## src/rtl/core/rmdc_pkg.sv

```systemverilog
// rmdc_pkg: shared widths, reset values, register indexes and control types
// for the running mean / deviation block. No dependencies.
package rmdc_pkg;

  // default parameter values
  localparam int COUNT_WIDTH_DEF = 24;
  localparam int FRAC_BITS_DEF   = 16;

  // fixed field widths
  localparam int DATA_W     = 32;
  localparam int DEV_W      = 31;
  localparam int SEEN_W     = 24;
  localparam int VAR_W      = 47;
  localparam int MUL_W      = 33;
  localparam int PROD_W     = 2 * MUL_W;
  localparam int MEAN_DIV_W = 64;
  localparam int RAD_W      = 62;
  localparam int ROOT_W     = 31;
  localparam int CFG_IDX_W  = 2;

  // reset values of the configuration registers
  localparam logic signed [DATA_W-1:0] TARGET_MEAN_RST = 32'sd0;
  localparam logic [DEV_W-1:0]         TARGET_DEV_RST  = 31'd65536;
  localparam logic [DEV_W-1:0]         TOLERANCE_RST   = 31'd66;

  // saturation limits
  localparam logic [DATA_W-1:0] MEAN_MAX = 32'h7FFF_FFFF;
  localparam logic [DATA_W-1:0] MEAN_MIN = 32'h8000_0000;
  localparam logic [DEV_W-1:0]  DEV_MAX  = {DEV_W{1'b1}};
  localparam logic [VAR_W-1:0]  VAR_MAX  = {VAR_W{1'b1}};

  // configuration register indexes
  typedef enum logic [CFG_IDX_W-1:0] {
    REG_TARGET_MEAN = 2'd0,
    REG_TARGET_DEV  = 2'd1,
    REG_TOLERANCE   = 2'd2
  } cfg_reg_t;

  // controller states
  typedef enum logic [3:0] {
    S_IDLE,
    S_MUL_NM,
    S_MUL_MM,
    S_MUL_XX,
    S_MUL_LO,
    S_MUL_HI,
    S_WSUM,
    S_DIV_WAIT,
    S_NEW_MEAN,
    S_MUL_NEWM,
    S_VAR,
    S_SQRT,
    S_SQRT_WAIT,
    S_CONV,
    S_FINISH
  } ctrl_state_t;

  // datapath operations, one per cycle
  typedef enum logic [3:0] {
    OP_NONE,
    OP_LOAD,
    OP_MUL_NM,
    OP_MUL_MM,
    OP_MUL_XX,
    OP_MUL_LO,
    OP_MUL_HI,
    OP_WSUM,
    OP_NEW_MEAN,
    OP_MUL_NEWM,
    OP_VAR,
    OP_SQRT,
    OP_CONV
  } dp_op_t;

  typedef struct packed {
    dp_op_t op;
    logic   out_load;
  } cmd_t;

  typedef struct packed {
    logic div_busy;
    logic sqrt_busy;
    logic converged;
  } status_t;

endpackage

```

## src/rtl/core/rmdc_ctrl.sv

```systemverilog
// rmdc_ctrl: sequencer that steps the datapath through one sample update
// and owns the input ready and result valid. Depends on rmdc_pkg.
module rmdc_ctrl (
  input  logic               clk,
  input  logic               rst,
  input  logic               in_valid,
  output logic               in_ready,
  output logic               out_valid,
  input  logic               out_ready,
  output rmdc_pkg::cmd_t     cmd,
  input  rmdc_pkg::status_t  status
);
  import rmdc_pkg::*;

  ctrl_state_t state;
  ctrl_state_t state_next;

  // state register
  always_ff @(posedge clk) begin
    if (rst) begin
      state <= S_IDLE;
    end else begin
      state <= state_next;
    end
  end

  // next state
  always_comb begin
    state_next = state;
    unique case (state)
      S_IDLE: begin
        if (in_valid) begin
          state_next = status.converged ? S_FINISH : S_MUL_NM;
        end
      end
      S_MUL_NM:   state_next = S_MUL_MM;
      S_MUL_MM:   state_next = S_MUL_XX;
      S_MUL_XX:   state_next = S_MUL_LO;
      S_MUL_LO:   state_next = S_MUL_HI;
      S_MUL_HI:   state_next = S_WSUM;
      S_WSUM:     state_next = S_DIV_WAIT;
      S_DIV_WAIT: begin
        if (!status.div_busy) begin
          state_next = S_NEW_MEAN;
        end
      end
      S_NEW_MEAN: state_next = S_MUL_NEWM;
      S_MUL_NEWM: state_next = S_VAR;
      S_VAR:      state_next = S_SQRT;
      S_SQRT:     state_next = S_SQRT_WAIT;
      S_SQRT_WAIT: begin
        if (!status.sqrt_busy) begin
          state_next = S_CONV;
        end
      end
      S_CONV:     state_next = S_FINISH;
      S_FINISH: begin
        if (!out_valid || out_ready) begin
          state_next = S_IDLE;
        end
      end
      default:    state_next = S_IDLE;
    endcase
  end

  // datapath commands
  always_comb begin
    cmd.op       = OP_NONE;
    cmd.out_load = 1'b0;
    in_ready     = 1'b0;
    unique case (state)
      S_IDLE: begin
        in_ready = 1'b1;
        if (in_valid) begin
          cmd.op = OP_LOAD;
        end
      end
      S_MUL_NM:   cmd.op = OP_MUL_NM;
      S_MUL_MM:   cmd.op = OP_MUL_MM;
      S_MUL_XX:   cmd.op = OP_MUL_XX;
      S_MUL_LO:   cmd.op = OP_MUL_LO;
      S_MUL_HI:   cmd.op = OP_MUL_HI;
      S_WSUM:     cmd.op = OP_WSUM;
      S_NEW_MEAN: cmd.op = OP_NEW_MEAN;
      S_MUL_NEWM: cmd.op = OP_MUL_NEWM;
      S_VAR:      cmd.op = OP_VAR;
      S_SQRT:     cmd.op = OP_SQRT;
      S_CONV:     cmd.op = OP_CONV;
      S_FINISH:   cmd.out_load = !out_valid || out_ready;
      default: ;
    endcase
  end

  // result valid flag
  always_ff @(posedge clk) begin
    if (rst) begin
      out_valid <= 1'b0;
    end else if (cmd.out_load) begin
      out_valid <= 1'b1;
    end else if (out_ready) begin
      out_valid <= 1'b0;
    end
  end

endmodule

```

## config.mk

```make
export PLATFORM = sky130hd
export DESIGN_NAME = rmdc_ctrl
export DESIGN_NICKNAME = d
export VERILOG_FILES = /design/src/rtl/core/rmdc_pkg.sv /design/src/rtl/core/rmdc_ctrl.sv
export SDC_FILE = /design/constraint.sdc
export NUM_CORES = 1
export LEC_CHECK = 0
export ABC_AREA = 1
export BUFFER_PORTS_ARGS = -buffer_cell sky130_fd_sc_hd__buf_4
export CORE_AREA = 4 4 41 43
export CTS_CLUSTER_SIZE = 12
export DETAILED_ROUTE_END_ITERATION = 7
export DIE_AREA = 0 0 45 47
export PLACE_DENSITY_LB_ADDON = 0.12
export SLEW_MARGIN = 10
export SYNTH_ARGS = -nofsm -noshare
export SYNTH_HDL_FRONTEND = slang
export SYNTH_SLANG_ARGS = --single-unit
```

## constraint.sdc

```tcl
create_clock -name clk -period 2 [get_ports clk]
set_input_delay 0.4 -clock clk [delete_from_list [all_inputs] [get_ports clk]]
set_output_delay 0.4 -clock clk [all_outputs]
set_load 0.01 [all_outputs]
```

==> impl_metrics.env <==
export IMPL_status="finished clean"
export IMPL_drive_above_1_share_pct=31.4
export IMPL_synth_top_area_share_pct=23.5
export IMPL_max_freq_ghz=0.559
export IMPL_setup_viol=0
export IMPL_clock_root_buffer="clkbuf_4"
export IMPL_drt_iter0_drc=15
export IMPL_yosys_warnings=0
export IMPL_start_kind="register"
export IMPL_worstSetupPathType="reg2out"
export IMPL_place_gp_congestion=0.815
export IMPL_yosys_area_top_type="dfxtp_1"
export IMPL_grt_max_degree=10
export IMPL_fin_crit_ns=1.79
export IMPL_port_buffers=13
export IMPL_synthAdderAreaFrac_pct=0
export IMPL_core_um2=1300
export IMPL_dp_cells=97
export IMPL_avgSynthCellArea_um2=5.99
export IMPL_grt_usage_pct=11.2
export IMPL_path_cells="nor4_1 -> nand2_1 -> o211ai_1 -> buf_4"
export IMPL_h_tree_depth=1
export IMPL_worst_path_dominant_cell_family="simple AND/OR/NAND/NOR gates"
export IMPL_ir_worst_vdd_mv=0.575
export IMPL_cts_buffer_depth=2
export IMPL_antenna_found_initial=0
export IMPL_die_area_um2=2120
export IMPL_chipWidth_um=45
export IMPL_synth_xor_area_share_pct=0
export IMPL_synthSimpleGateAreaFrac_pct=50.6
export IMPL_critPathArrivalTime_ns=1.39
export IMPL_cap_violations=0
export IMPL_rows=13
export IMPL_grt_pass1_wl_um=1670
export IMPL_overflow=0
export IMPL_io_pins=14
export IMPL_tns_ns=0
export IMPL_cts_setup_buffers=0
export IMPL_wire_per_inst_um=9.61
export IMPL_syn2layout_area_growth_pct=28.2
export IMPL_clkSinkCount=5
export IMPL_p_leak_nw=0.273
export IMPL_clk_latency_ns=0.24
export IMPL_worstMarginPinSlew_ns=0.343
export IMPL_ys_top_cells_by_area="dfxtp_1 24%, nand2_1 17%, nor2_1 11%"
export IMPL_cts_tree="done"
export IMPL_rsz0062_at_grt="no"
export IMPL_drt_wl_total_um=971
export IMPL_hpwl_um=812
export IMPL_p_per_area_nw_per_um2=1630
export IMPL_drc=0
export IMPL_grt_pass1_vias=421
export IMPL_worstHoldPathType="in2reg"
export IMPL_slew_headroom_pct=76.9
export IMPL_synth_area_um2=425
export IMPL_avgViaCountPerCell=5.00
export IMPL_cp_startpoint="state[0]"
export IMPL_cp_max_fo=9
export IMPL_postCtsHoldBufs=0
export IMPL_hold_violations=0
export IMPL_hold_start="rst"
export IMPL_whs_ns=0.351
export IMPL_start_util_pct=32.7
export IMPL_finalCritPeriodShare_pct=89.5
export IMPL_ys_ff_latch=5
export IMPL_regToRegStartpoint="state[0]"
export IMPL_firstDrtPassIters=4
export IMPL_synthMuxAreaShare_pct=0
export IMPL_syn_inst=71
export IMPL_fin_cells=101
export IMPL_cts_resized=0
export IMPL_worstPathRequired_ns=1.60
export IMPL_n_antenna_cell=0
export IMPL_synth_compound_area_share_pct=12.6
export IMPL_ys_seq_area_share_pct=23.5
export IMPL_antenna_left=0
export IMPL_drv_slew=0
export IMPL_vias=505
export IMPL_synth_distinct_cells=17
export IMPL_synth_top_family_by_area="simple AND/OR/NAND/NOR gates"
export IMPL_critPathBufInv=1
export IMPL_nFillCells=158
export IMPL_critPathCaptureType="primary output"
export IMPL_clock_skew_ns=0.00247
export IMPL_fp_dieH_um=47
export IMPL_layout_nets=94
export IMPL_cts_buffers=3
export IMPL_syn_num_nets=78
export IMPL_clk_pin_slew_worst_paths_ns=0.04
export IMPL_slowest_stage="dfxtp_1"
export IMPL_slowest_delay_ns=0.40
[logic make-up after synthesis]
family | count (synthesis)
AND/OR/NAND/NOR | 45
buffers and inverters | 11
AO/OA/AOI/OAI | 10
flip-flops | 5
[cells in the final DEF, fill, tap and decap left out, drive strengths merged, types with 2 or more instances in the layout]
| cell type | n |
|---|---|
| a21oi | 5 |
| buf | 13 |
| clkbuf | 4 |
| dfxtp | 5 |
| inv | 9 |
| nand2 | 22 |
| nand3 | 5 |
| nor2 | 15 |
| nor4 | 2 |
| o21ai | 3 |
[final timing paths]
check	end	slack [ns]	depth (start not counted)
max	cmd[1]	0.21	4
min	out_valid	0.35	2
max reg2reg	state[1]	0.69	7
min reg2reg	state[2]	0.58	2
[where the power goes]
part | leakage, nW | switching (W) | internal [W]
logic | 0.217 | 0.000306 | 0.000244
registers | 0.0412 | 0.0000864 | 0.000139
clock network | 0.0150 | 0.0000380 | 0.0000752
total | 0.273 | 0.000430 | 0.000458
[flip-flops by register name (all words and copies together), names as in the netlist]
signal and count:
state 4, out_valid 1
[synth_stat cells (all sizes together)]
library cell,instances
a21oi,5
buf,2
dfxtp,5
inv,9
nand2,22
nand3,5
nand3b,1
nor2,15
nor4,2
o211ai,1
o21ai,3
o22ai,1
[worst reg2reg max path: cells and delay by family, from the launching register on]
family / cells / cell delay (ns)
buf+inv: 1 / 0.09
simple gates: 5 / 0.48
compound gates: 1 / 0.12
flops: 1 / 0.51
[final cells by class]
cell class / instances / area (µm²) / area share, %
Tap cell: 15 / 18.8 / 3.44
Multi-Input combinational cell: 55 / 269 / 49.3
Inverter: 9 / 33.8 / 6.19
Sequential cell: 5 / 100 / 18.3
Timing Repair Buffer: 13 / 97.6 / 17.9
Clock buffer: 4 / 26.3 / 4.82
[metrics by stage]
step	area (µm²)	util (%)	power, W	setup WS, ns
2_1_floorplan	425	-	0.000616	0.429
3_3_place_gp	519	39.9	0.000789	0.464
3_5_place_dp	519	39.9	0.000779	0.455
4_1_cts	546	41.9	0.000901	0.188
5_1_grt	546	41.9	0.000981	0.0770
6_report	546	41.9	0.000888	0.210
[routing by layer]
metal  part of all wire (%)  vias up  track usage, %
met1                     42      217            13.7
met2                     46       29            16.4
met5                      0        -               0
met3                     12        0            6.90
met4                      0        0            3.51
li1                       -      259               -
Power figures use the tool's default switching activity.
